[config.mk]
export PLATFORM = sky130hd
export DESIGN_NAME = layer_alpha_compositor_flat
export DESIGN_NICKNAME = d
export VERILOG_FILES = /design/src/rtl/lac_pkg.sv /design/src/rtl/lac_in_if.sv /design/src/rtl/lac_out_if.sv /design/src/rtl/lac_cell.sv /design/src/rtl/layer_alpha_compositor.sv /design/src/flat_wrapper.sv
export SDC_FILE = /design/constraint.sdc
export NUM_CORES = 2
export LEC_CHECK = 0
export BUFFER_PORTS_ARGS = -buffer_cell sky130_fd_sc_hd__buf_2
export CORE_MARGIN = 2
export CORE_UTILIZATION = 30
export CTS_CLUSTER_SIZE = 10
export DETAILED_ROUTE_END_ITERATION = 8
export PLACE_DENSITY = 0.55
export SYNTH_ARGS = -nofsm -noshare
export SYNTH_HDL_FRONTEND = slang
export SYNTH_SLANG_ARGS = --single-unit
[constraint.sdc]
create_clock -name i_clk -period 11.1 [get_ports i_clk]
set_input_delay 1.11 -clock i_clk [delete_from_list [all_inputs] [get_ports i_clk]]
set_output_delay 1.11 -clock i_clk [all_outputs]
set_load 0.02 [all_outputs]
[src/rtl/lac_pkg.sv]
// Shared types and constants for the layer alpha compositor.
package lac_pkg;

    // Number of layer fields carried by every item.
    localparam int MAX_LAYERS      = 4;
    // Default number of layer cells built into the chain.
    localparam int LAYER_COUNT_DEF = 4;

    // Configuration port geometry.
    localparam int CFG_IDX_W  = 2;
    localparam int CFG_DATA_W = 8;
    localparam int LAYERS_W   = 3;
    localparam logic [LAYERS_W-1:0] LAYERS_RESET = 3'd4;

    // Alpha value of a fully opaque layer.
    localparam logic [7:0] FULL_ALPHA = 8'hff;

    // Configuration register indexes.
    typedef enum logic [CFG_IDX_W-1:0] {
        REG_BG_RED   = 2'd0,
        REG_BG_GREEN = 2'd1,
        REG_BG_BLUE  = 2'd2,
        REG_LAYERS   = 2'd3
    } t_cfg_reg;

    // One packed layer pixel: R, G, B, alpha from high to low byte.
    typedef struct packed {
        logic [7:0] r;
        logic [7:0] g;
        logic [7:0] b;
        logic [7:0] a;
    } t_pixel;

    typedef struct packed {
        logic [7:0] r;
        logic [7:0] g;
        logic [7:0] b;
    } t_rgb;

    // What one cell hands to the next: the running color and the layer pixels.
    typedef struct packed {
        logic                         valid;
        logic                         covered;
        t_rgb                         color;
        t_pixel [MAX_LAYERS-1:0]      pixels;
    } t_stage;

endpackage

[src/rtl/lac_in_if.sv]
// Input channel interface: four layer pixels per transfer.
interface lac_in_if;
    logic        valid;
    logic        ready;
    logic [31:0] layer0_pixel;
    logic [31:0] layer1_pixel;
    logic [31:0] layer2_pixel;
    logic [31:0] layer3_pixel;

    modport source (
        output valid, layer0_pixel, layer1_pixel, layer2_pixel, layer3_pixel,
        input  ready
    );

    modport sink (
        input  valid, layer0_pixel, layer1_pixel, layer2_pixel, layer3_pixel,
        output ready
    );
endinterface

[src/rtl/lac_out_if.sv]
// Output channel interface: one composited pixel per transfer.
interface lac_out_if;
    logic       valid;
    logic       ready;
    logic [7:0] out_red;
    logic [7:0] out_green;
    logic [7:0] out_blue;
    logic       covered;

    modport source (
        output valid, out_red, out_green, out_blue, covered,
        input  ready
    );

    modport sink (
        input  valid, out_red, out_green, out_blue, covered,
        output ready
    );
endinterface

[src/rtl/lac_cell.sv]
// One compositing cell: blends its own layer over the running color and registers it.
module lac_cell #(
    parameter int CELL_IDX = 0
) (
    input  logic                          i_clk,
    input  logic                          i_rst_n,
    input  logic [lac_pkg::LAYERS_W-1:0]  i_layers,
    input  lac_pkg::t_stage               i_up,
    output logic                          o_up_ready,
    output lac_pkg::t_stage               o_dn,
    input  logic                          i_dn_ready
);
    import lac_pkg::*;

    // floor((p*a + c*(255-a)) / 255); the sum never exceeds 65025, so the
    // reciprocal form (x + 1 + (x >> 8)) >> 8 is exact and fits 16 bits.
    function automatic logic [7:0] mix_channel(
        input logic [7:0] p,
        input logic [7:0] c,
        input logic [7:0] a
    );
        logic [15:0] sum;
        logic [15:0] adj;
        sum = 16'(p) * 16'(a) + 16'(c) * 16'(FULL_ALPHA - a);
        adj = sum + 16'd1 + {8'd0, sum[15:8]};
        return adj[15:8];
    endfunction

    logic   r_valid;
    t_stage r_stage;
    t_stage n_stage;
    t_pixel w_px;
    logic   w_layer_on;

    // This cell holds a layer only when its index lies below the count in use.
    assign w_layer_on = (i_layers > LAYERS_W'(CELL_IDX));
    assign w_px       = i_up.pixels[CELL_IDX];

    // Blend the cell's layer into the running color.
    always_comb begin
        n_stage = i_up;
        if (w_layer_on && (w_px.a != 8'd0)) begin
            n_stage.covered = 1'b1;
            if (w_px.a == FULL_ALPHA) begin
                n_stage.color.r = w_px.r;
                n_stage.color.g = w_px.g;
                n_stage.color.b = w_px.b;
            end else begin
                n_stage.color.r = mix_channel(w_px.r, i_up.color.r, w_px.a);
                n_stage.color.g = mix_channel(w_px.g, i_up.color.g, w_px.a);
                n_stage.color.b = mix_channel(w_px.b, i_up.color.b, w_px.a);
            end
        end
    end

    // The cell takes a new item when it is empty or its content moves on.
    assign o_up_ready = !r_valid || i_dn_ready;

    always_ff @(posedge i_clk) begin
        if (!i_rst_n) begin
            r_valid <= 1'b0;
        end else if (o_up_ready) begin
            r_valid <= i_up.valid;
        end
    end

    always_ff @(posedge i_clk) begin
        if (o_up_ready && i_up.valid) begin
            r_stage <= n_stage;
        end
    end

    always_comb begin
        o_dn       = r_stage;
        o_dn.valid = r_valid;
    end

endmodule

[src/rtl/layer_alpha_compositor.sv]
// Top level of the layer alpha compositor: configuration registers and the cell chain.
//
// Usage:
// Each transfer on i_pix carries one screen pixel as four packed RGBA words,
// bottom layer first. Each transfer on o_pix returns the composited color and
// a covered flag that is set when any layer in use had nonzero alpha.
// The configuration port writes the background red, green and blue and the
// number of bottom layers in use; the user must see that it is written only
// while the block is idle, which the block itself does not enforce. The block is
// a chain of LAYER_COUNT cells, one per layer; every pixel passes in turn through
// each cell's register, and one pixel is accepted every cycle while output is taken.
// Each cell moves its item on when the next cell is empty or moving, so a
// stalled receiver fills the chain from the output end; input ready falls only
// when every cell holds an item. Up to LAYER_COUNT pixels are held in flight.
// Reset empties the chain, sets the background to black and the layer count
// to four.
module layer_alpha_compositor #(
    parameter int LAYER_COUNT = lac_pkg::LAYER_COUNT_DEF
) (
    input  logic                            i_clk,
    input  logic                            i_rst_n,
    input  logic                            i_cfg_we,
    input  logic [lac_pkg::CFG_IDX_W-1:0]   i_cfg_idx,
    input  logic [lac_pkg::CFG_DATA_W-1:0]  i_cfg_data,
    lac_in_if.sink                          i_pix,
    lac_out_if.source                       o_pix
);
    import lac_pkg::*;

    logic [7:0]          r_bg_red;
    logic [7:0]          r_bg_green;
    logic [7:0]          r_bg_blue;
    logic [LAYERS_W-1:0] r_layers;

    t_stage w_link [0:LAYER_COUNT];
    logic   w_rdy  [0:LAYER_COUNT];

    // Configuration register writes.
    always_ff @(posedge i_clk) begin
        if (!i_rst_n) begin
            r_bg_red   <= 8'd0;
            r_bg_green <= 8'd0;
            r_bg_blue  <= 8'd0;
            r_layers   <= LAYERS_RESET;
        end else if (i_cfg_we) begin
            case (t_cfg_reg'(i_cfg_idx))
                REG_BG_RED:   r_bg_red   <= i_cfg_data;
                REG_BG_GREEN: r_bg_green <= i_cfg_data;
                REG_BG_BLUE:  r_bg_blue  <= i_cfg_data;
                REG_LAYERS:   r_layers   <= i_cfg_data[LAYERS_W-1:0];
                default:      r_layers   <= r_layers;
            endcase
        end
    end

    // Head of the chain: the background color under all layers.
    always_comb begin
        w_link[0].valid     = i_pix.valid;
        w_link[0].covered   = 1'b0;
        w_link[0].color.r   = r_bg_red;
        w_link[0].color.g   = r_bg_green;
        w_link[0].color.b   = r_bg_blue;
        w_link[0].pixels[0] = t_pixel'(i_pix.layer0_pixel);
        w_link[0].pixels[1] = t_pixel'(i_pix.layer1_pixel);
        w_link[0].pixels[2] = t_pixel'(i_pix.layer2_pixel);
        w_link[0].pixels[3] = t_pixel'(i_pix.layer3_pixel);
    end

    assign i_pix.ready = w_rdy[0];

    // One cell per layer, bottom layer first.
    for (genvar k = 0; k < LAYER_COUNT; k++) begin : g_cell
        lac_cell #(
            .CELL_IDX (k)
        ) u_cell (
            .i_clk      (i_clk),
            .i_rst_n    (i_rst_n),
            .i_layers   (r_layers),
            .i_up       (w_link[k]),
            .o_up_ready (w_rdy[k]),
            .o_dn       (w_link[k+1]),
            .i_dn_ready (w_rdy[k+1])
        );
    end

    // Tail of the chain drives the output channel.
    assign w_rdy[LAYER_COUNT] = o_pix.ready;
    assign o_pix.valid        = w_link[LAYER_COUNT].valid;
    assign o_pix.out_red      = w_link[LAYER_COUNT].color.r;
    assign o_pix.out_green    = w_link[LAYER_COUNT].color.g;
    assign o_pix.out_blue     = w_link[LAYER_COUNT].color.b;
    assign o_pix.covered      = w_link[LAYER_COUNT].covered;

endmodule

[src/flat_wrapper.sv]
// flat-port wrapper written by rule: the top's interface ports become plain ports
module layer_alpha_compositor_flat import lac_pkg::*;
#(
    parameter int LAYER_COUNT = lac_pkg::LAYER_COUNT_DEF
)
  (i_clk, i_rst_n, i_cfg_we, i_cfg_idx, i_cfg_data, i_pix_valid, i_pix_layer0_pixel, i_pix_layer1_pixel, i_pix_layer2_pixel, i_pix_layer3_pixel, i_pix_ready, o_pix_valid, o_pix_out_red, o_pix_out_green, o_pix_out_blue, o_pix_covered, o_pix_ready);
  lac_in_if i_pix_i ();
  lac_out_if o_pix_i ();
  input  logic i_clk;
  input  logic i_rst_n;
  input  logic i_cfg_we;
  input  logic [lac_pkg::CFG_IDX_W-1:0] i_cfg_idx;
  input  logic [lac_pkg::CFG_DATA_W-1:0] i_cfg_data;
  input wire logic [$bits(i_pix_i.valid)-1:0] i_pix_valid;
  input wire logic [$bits(i_pix_i.layer0_pixel)-1:0] i_pix_layer0_pixel;
  input wire logic [$bits(i_pix_i.layer1_pixel)-1:0] i_pix_layer1_pixel;
  input wire logic [$bits(i_pix_i.layer2_pixel)-1:0] i_pix_layer2_pixel;
  input wire logic [$bits(i_pix_i.layer3_pixel)-1:0] i_pix_layer3_pixel;
  output wire logic [$bits(i_pix_i.ready)-1:0] i_pix_ready;
  output wire logic [$bits(o_pix_i.valid)-1:0] o_pix_valid;
  output wire logic [$bits(o_pix_i.out_red)-1:0] o_pix_out_red;
  output wire logic [$bits(o_pix_i.out_green)-1:0] o_pix_out_green;
  output wire logic [$bits(o_pix_i.out_blue)-1:0] o_pix_out_blue;
  output wire logic [$bits(o_pix_i.covered)-1:0] o_pix_covered;
  input wire logic [$bits(o_pix_i.ready)-1:0] o_pix_ready;
  assign i_pix_i.valid = i_pix_valid;
  assign i_pix_i.layer0_pixel = i_pix_layer0_pixel;
  assign i_pix_i.layer1_pixel = i_pix_layer1_pixel;
  assign i_pix_i.layer2_pixel = i_pix_layer2_pixel;
  assign i_pix_i.layer3_pixel = i_pix_layer3_pixel;
  assign i_pix_ready = i_pix_i.ready;
  assign o_pix_valid = o_pix_i.valid;
  assign o_pix_out_red = o_pix_i.out_red;
  assign o_pix_out_green = o_pix_i.out_green;
  assign o_pix_out_blue = o_pix_i.out_blue;
  assign o_pix_covered = o_pix_i.covered;
  assign o_pix_i.ready = o_pix_ready;
  layer_alpha_compositor #(.LAYER_COUNT(LAYER_COUNT)) u_core (.i_clk(i_clk), .i_rst_n(i_rst_n), .i_cfg_we(i_cfg_we), .i_cfg_idx(i_cfg_idx), .i_cfg_data(i_cfg_data), .i_pix(i_pix_i), .o_pix(o_pix_i));
endmodule
# == Word-level counts from Yosys, hierarchy flattened ==
# Index checks and enable logic that the tools add are counted.
# W data, S select, Z words.
# word_totals
reg_bits,323
elab_cells,156
# op_classes
add_sub_neg,40
n_mul,24
magnitude_cmp,4
eq_ne,7
muxes,8
n_reduce_logical,25
# op_table
cell,n
$add A16 B1 Y16 const B,12
$add A16 B16 Y16,12
$add A16 B8 Y16,12
$mul A8 B8 Y16,12
$mux W24,7
$mul A8 B16 Y16,8
$mul A9 B9 Y16,4
$sub A8 B8 Y9 const A,4
$eq A8 B8 Y1 const B,4
$reduce_bool A8 Y1,4
$mux W25,1
$logic_and A1 B1 Y1,8
$reduce_and A2 Y1,4
$gt A3 B1 Y1 const B,2
$gt A3 B2 Y1 const B,2
$eq A2 B2 Y1 const B,2
$logic_not A1 Y1,4
$logic_or A1 B1 Y1,4
$eq A2 B1 Y1 const B,1
$logic_not A2 Y1,1

# == Depth between registers and ports, before layout ==
# logic_depth
word_depth,7
ltp_mapped,32
depth_no_buf,30

# == Cells and area by module ==
# From an unflattened synthesis, not the netlist that was laid out.
# hier_totals
cells_unflattened,7952
hier_area_um2,80617.3
# modules_own_cells
module,n_inst,cells_per_inst,area_each_um2,seq_area_each_um2
lac_cell (u_core.g_cell[0].u_cell),1,1980,19965.4,4614.4
lac_cell (u_core.g_cell[3].u_cell),1,1973,19930.4,4614.4
lac_cell (u_core.g_cell[2].u_cell),1,1945,19864.1,4614.4
lac_cell (u_core.g_cell[1].u_cell),1,1952,19834.0,4614.4
layer_alpha_compositor,1,102,1023.5,540.5

# == Worst setup path after synthesis ==
# No wires, ideal clock.
# synth_timing
path_kind,input to register
from,input port o_pix_ready
to,register u_core.g_cell[1].u_cell.r_stage (netlist bit u_core.g_cell[1].u_cell.o_dn[100]) (enable)
setup_ns,0.672
t_arrival_ns,7.858
path_slack_ns,2.570
path_stages,3
path_cell_list,nor2b_1 and2_0 a21boi_0
# synth_via
elab_chain_len,4
# synth_lines
element,line,rtl
from (decl),flat_wrapper.sv:25,input wire logic [$bits(o_pix_i.ready)-1:0] o_pix_ready;
$logic_or A1 B1 Y1 (3 in series),lac_cell.sv:57,assign o_up_ready = !r_valid || i_dn_ready;
$logic_and A1 B1 Y1,lac_cell.sv:68,if (o_up_ready && i_up.valid) begin
to (signal assigned),lac_cell.sv:69,r_stage <= n_stage;
to (decl),lac_cell.sv:30,t_stage r_stage;
# No other way between the ends.
# A chain may end at the register's enable or synchronous reset.

==> impl_table.tex <==
\begin{tabular}{lr}
\hline
Metric & Value \\
\hline
\multicolumn{2}{l}{\textbf{Drt}} \\
Drt initial violations & 2,706 \\
Number of remaining DRC errors & 0 \\
Routed wirelength normalized by instance count & 18.11 um \\
Post-detailed-routing wire length & 192,500 um \\
First-pass detailed-route iteration total & 5 \\
Total via count in the routed design & 50,210 \\
Post-route antenna net violation count & 0 \\
Detailed-route vias per instance & 4.724 \\
\multicolumn{2}{l}{\textbf{Critical path}} \\
Arrival time at the worst endpoint & 8.92 ns \\
Kind of end point of the critical path & flop \\
Type of the worst setup path & flop to flop \\
Worst-path fanout max & 24 \\
Startpoint Class & flop \\
Worst reg2reg path startpoint & u\_core.g\_cell[1].u\_cell.o\_dn[65]\$\_DFFE\_PP\_ \\
Data required time at the worst endpoint & 11.51 ns \\
Register-to-Register Setup Slack & 2.60 ns \\
Endpoint of the worst-slack reg-to-reg timing path & u\_core.g\_cell[2].u\_cell.o\_dn[142]\$\_DFFE\_PP\_ \\
Cell depth of the worst flop-to-flop path & 26 \\
\multicolumn{2}{l}{\textbf{Floorplanning}} \\
Top Ports & 170 \\
Starting utilization of the core area & 30.13\% \\
FP Rows & 177 \\
Chip width & 487.1 um \\
Die Area & 237,200 um2 \\
Height of the die & 487.1 um \\
Floorplan core area & 232,300 um2 \\
\multicolumn{2}{l}{\textbf{Clock network}} \\
Clock insertion delay at the later pin of the skew report & 0.69 ns \\
Number of buffers added by the clock tree synthesis step & 49 \\
Total of cells resized after clock tree synthesis & 0 \\
\# H-tree levels & 2 \\
Clock transition at the registers of the reported paths & 0.06 ns \\
Cell at the root of the clock tree & sky130\_fd\_sc\_hd\_\_clkbuf\_16 \\
Total clock sinks & 323 \\
Clock tree from TritonCTS & built \\
Post-CTS Hold Buffers & 0 \\
Maximum buffer depth of the clock tree & 3 \\
Post-CTS Setup Repair Bufs & 0 \\
\multicolumn{2}{l}{\textbf{Layout}} \\
Share of cells above drive strength 1 & 4.602\% \\
Most common library cell in the layout ignoring fill and taps & sky130\_fd\_sc\_hd\_\_inv\_1 \\
Number of fill cells in the layout & 23,990 \\
Layout overhead on the synthesized area & 8.390\% \\
Number of nets in the final layout & 9,679 \\
Highest-count cells in the layout ignoring fill and taps & sky130\_fd\_sc\_hd\_\_inv\_1 (1,724), sky130\_fd\_sc\_hd\_\_fa\_1 (1,148), sky130\_fd\_sc\_hd\_\_ha\_1 (839) \\
\multicolumn{2}{l}{\textbf{Global route}} \\
Total grt overflow & 0 \\
GRT Total Usage & 16.62\% \\
First-pass GRT wire length & 309,600 um \\
Maximum number of pins on one net before global-route repair & 86 \\
Via count of the first global-routing pass & 55,130 \\
Initial antenna violation count & 21 \\
\multicolumn{2}{l}{\textbf{STA}} \\
Worst-case clock skew & 0.04625 ns \\
Final slew viol count & 0 \\
Total Negative Setup Slacks & 0 ns \\
Tightest Pin Transition & 1.052 ns \\
Final hold violations & 0 \\
Post-layout minimum cycle time & 8.503 ns \\
Upper clock frequency limit & 0.1176 GHz \\
Final worst path period share & 76.61\% \\
Worst setup slack after layout & 2.597 ns \\
\# setup viols final & 0 \\
Setup repair after global routing missed its margin & no \\
Normalized max-slew margin & 29.84\% \\
\multicolumn{2}{l}{\textbf{Run}} \\
Number of maximum-capacitance violations & 0 \\
\multicolumn{2}{l}{\textbf{Placement}} \\
Post-DP HPWL & 148,400 um \\
Post-placement worst setup slack & 2.062 ns \\
Count of buffers from port buffering & 169 \\
RD Place Congestion & 0.8415 \\
\multicolumn{2}{l}{\textbf{Synthesis}} \\
Netlist cell types & 103 \\
Dominant register cell in the synthesized netlist & sky130\_fd\_sc\_hd\_\_edfxtp\_1 \\
Share of synthesized flip-flops with an asynchronous set or reset & 0\% \\
Synthesized netlist cell count & 7,506 \\
FF+latch count, synth & 323 \\
Number of enable-type register cells in the synthesized netlist & 292 \\
Post-synthesis instance area & 70,000 um2 \\
Syn avg cell area & 9.326 um2 \\
Number of warnings printed during yosys synthesis & 0 \\
Fraction of the yosys area taken by sequential cells & 13.41\% \\
\multicolumn{2}{l}{\textbf{Hold path}} \\
Min-delay src & u\_core.g\_cell[1].u\_cell.o\_dn[115]\$\_DFFE\_PP\_ \\
Capture endpoint of the worst hold path & u\_core.g\_cell[2].u\_cell.o\_dn[115]\$\_DFFE\_PP\_ \\
Worst min path class & flop to flop \\
Worst hold path depth & 0 \\
\multicolumn{2}{l}{\textbf{Run status}} \\
Run status & finished, final reports clean \\
\hline
\end{tabular}
cells in the mapped netlist (all sizes together) (8+ instances only):
library cell	count	area (um2)
xnor2	176	1549
a211o	8	70.07
nor2b	505	3159
nor3	62	315.3
and2	448	2803
or3	26	162.7
a21boi	17	127.6
mux2i	47	470.5
nand2b	335	2103
nand4	35	219.0
or2	16	100.1
nand3	90	450.4
inv	1727	6482
a31oi	22	150.1
a21o	73	548.0
nor4	19	118.9
clkbuf	205	769.5
nor3b	8	60.06
or4	10	75.07
nor2	137	516.8
o21bai	18	135.1
xor2	57	506.7
o31ai	13	102.6
o21a	42	315.3
o211ai	25	187.7
dfxtp	31	620.6
o31a	8	70.07
a21oi	210	1062
buf	41	167.7
ha	839	10500
o21ai	138	698.2
nand3b	10	75.07
and3	74	462.9
fa	1148	22980
o2111ai	8	76.32
a311oi	8	76.32
a211oi	21	162.6
o22ai	19	125.1
edfxtp	292	8768
nand2	441	1655
kinds of logic after synthesis:
family | count (synthesis) | share of synthesized area, %
flip-flops | 323 | 13.41
adder cells (fa/ha/maj) | 1989 | 47.85
multiplexers | 51 | 0.7364
buffers and inverters | 1974 | 10.60
other | 1 | 0.005357
AO/OA/AOI/OAI | 698 | 6.579
AND/OR/NAND/NOR | 2234 | 17.78
XOR/XNOR | 236 | 3.033
critical path, cell delays in order (launching register included):
cell and delay, ns:
sky130_fd_sc_hd__edfxtp_1 0.77, sky130_fd_sc_hd__buf_4 0.45, sky130_fd_sc_hd__nand2_1 0.13, sky130_fd_sc_hd__fa_1 0.54, sky130_fd_sc_hd__fa_1 0.57, sky130_fd_sc_hd__inv_1 0.06
sky130_fd_sc_hd__fa_1 0.48, sky130_fd_sc_hd__fa_1 0.53, sky130_fd_sc_hd__fa_1 0.50, sky130_fd_sc_hd__inv_1 0.05, sky130_fd_sc_hd__fa_1 0.48, sky130_fd_sc_hd__inv_1 0.05
sky130_fd_sc_hd__ha_1 0.37, sky130_fd_sc_hd__o2111ai_2 0.18, sky130_fd_sc_hd__a31oi_2 0.32, sky130_fd_sc_hd__a21o_1 0.17, sky130_fd_sc_hd__a21oi_1 0.07, sky130_fd_sc_hd__xnor2_1 0.42
sky130_fd_sc_hd__ha_1 0.22, sky130_fd_sc_hd__nand2_1 0.05, sky130_fd_sc_hd__a21oi_1 0.13, sky130_fd_sc_hd__a221o_1 0.21, sky130_fd_sc_hd__a31oi_1 0.07, sky130_fd_sc_hd__o41ai_2 0.44
sky130_fd_sc_hd__or4b_1 0.51, sky130_fd_sc_hd__xnor2_1 0.14, sky130_fd_sc_hd__o22ai_1 0.32
worst max path at each step:
stage	endpoint	slack (ns)	from	cells past startpoint
after floorplan	u_core.g_cell[1].u_cell.o_dn[100]$_DFFE_PP_	2.57	o_pix_ready	3
final	u_core.g_cell[2].u_cell.o_dn[142]$_DFFE_PP_	2.60	u_core.g_cell[1].u_cell.o_dn[65]$_DFFE_PP_	26
after detailed placement	u_core.g_cell[0].u_cell.o_dn[132]$_DFFE_PP_	2.06	i_pix_layer0_pixel[2]	25
after global placement	u_core.g_cell[0].u_cell.o_dn[132]$_DFFE_PP_	2.10	i_pix_layer0_pixel[2]	25
after global routing	u_core.g_cell[2].u_cell.o_dn[151]$_DFFE_PP_	2.02	u_core.g_cell[1].u_cell.o_dn[65]$_DFFE_PP_	27
after CTS	u_core.g_cell[3].u_cell.o_dn[128]$_DFFE_PP_	2.59	u_core.g_cell[2].u_cell.o_dn[101]$_DFFE_PP_	27
area by class of cell:
class / instances / area, um2 / area share (%)
multi-input cells: 5220 / 53300 / 70.25
repair buffers: 227 / 1319 / 1.738
clock buffers: 56 / 1252 / 1.651
diodes: 2 / 5.005 / 0.006596
clock inverters: 30 / 317.8 / 0.4188
flip-flops and latches: 323 / 9389 / 12.37
inverters: 1728 / 6486 / 8.548
well taps: 3043 / 3807 / 5.018
per-stage QoR:
stage	instance area, um2	std cells	util (%)	hold slack (ns)
after global routing	75870	10630	32.66	0.4005
after detailed placement	74300	10540	31.98	0.4045
after global placement	74300	10540	31.98	0.4043
after floorplan	70040	7517	-	0.4003
final	75880	10630	32.66	0.3841
after CTS	75870	10630	32.66	0.3983
layer usage:
layer / up-vias / routed length [um] / GRT usage [%] / part of all wire [%]
met3: 293 / 8362 / 2.032 / 4.3
met1: 25570 / 83590 / 21.42 / 43
met5: - / 75 / 0 / 0.039
li1: 23340 / - / - / -
met4: 12 / 6591 / 5.185 / 3.4
met2: 1004 / 93890 / 28.88 / 49
registers in the layout, indices dropped and copies added, names as in the netlist:
register / flops
u_core.r_bg_blue: 8
u_core.g_cell.u_cell.o_dn: 292
u_core.r_layers: 3
u_core.r_bg_red: 8
u_core.r_bg_green: 8
u_core.g_cell.u_cell.r_valid: 4
Power is left out: the tool's default activity adds up to more than one toggle a clock period on the data nets, which glitch-free logic cannot reach.
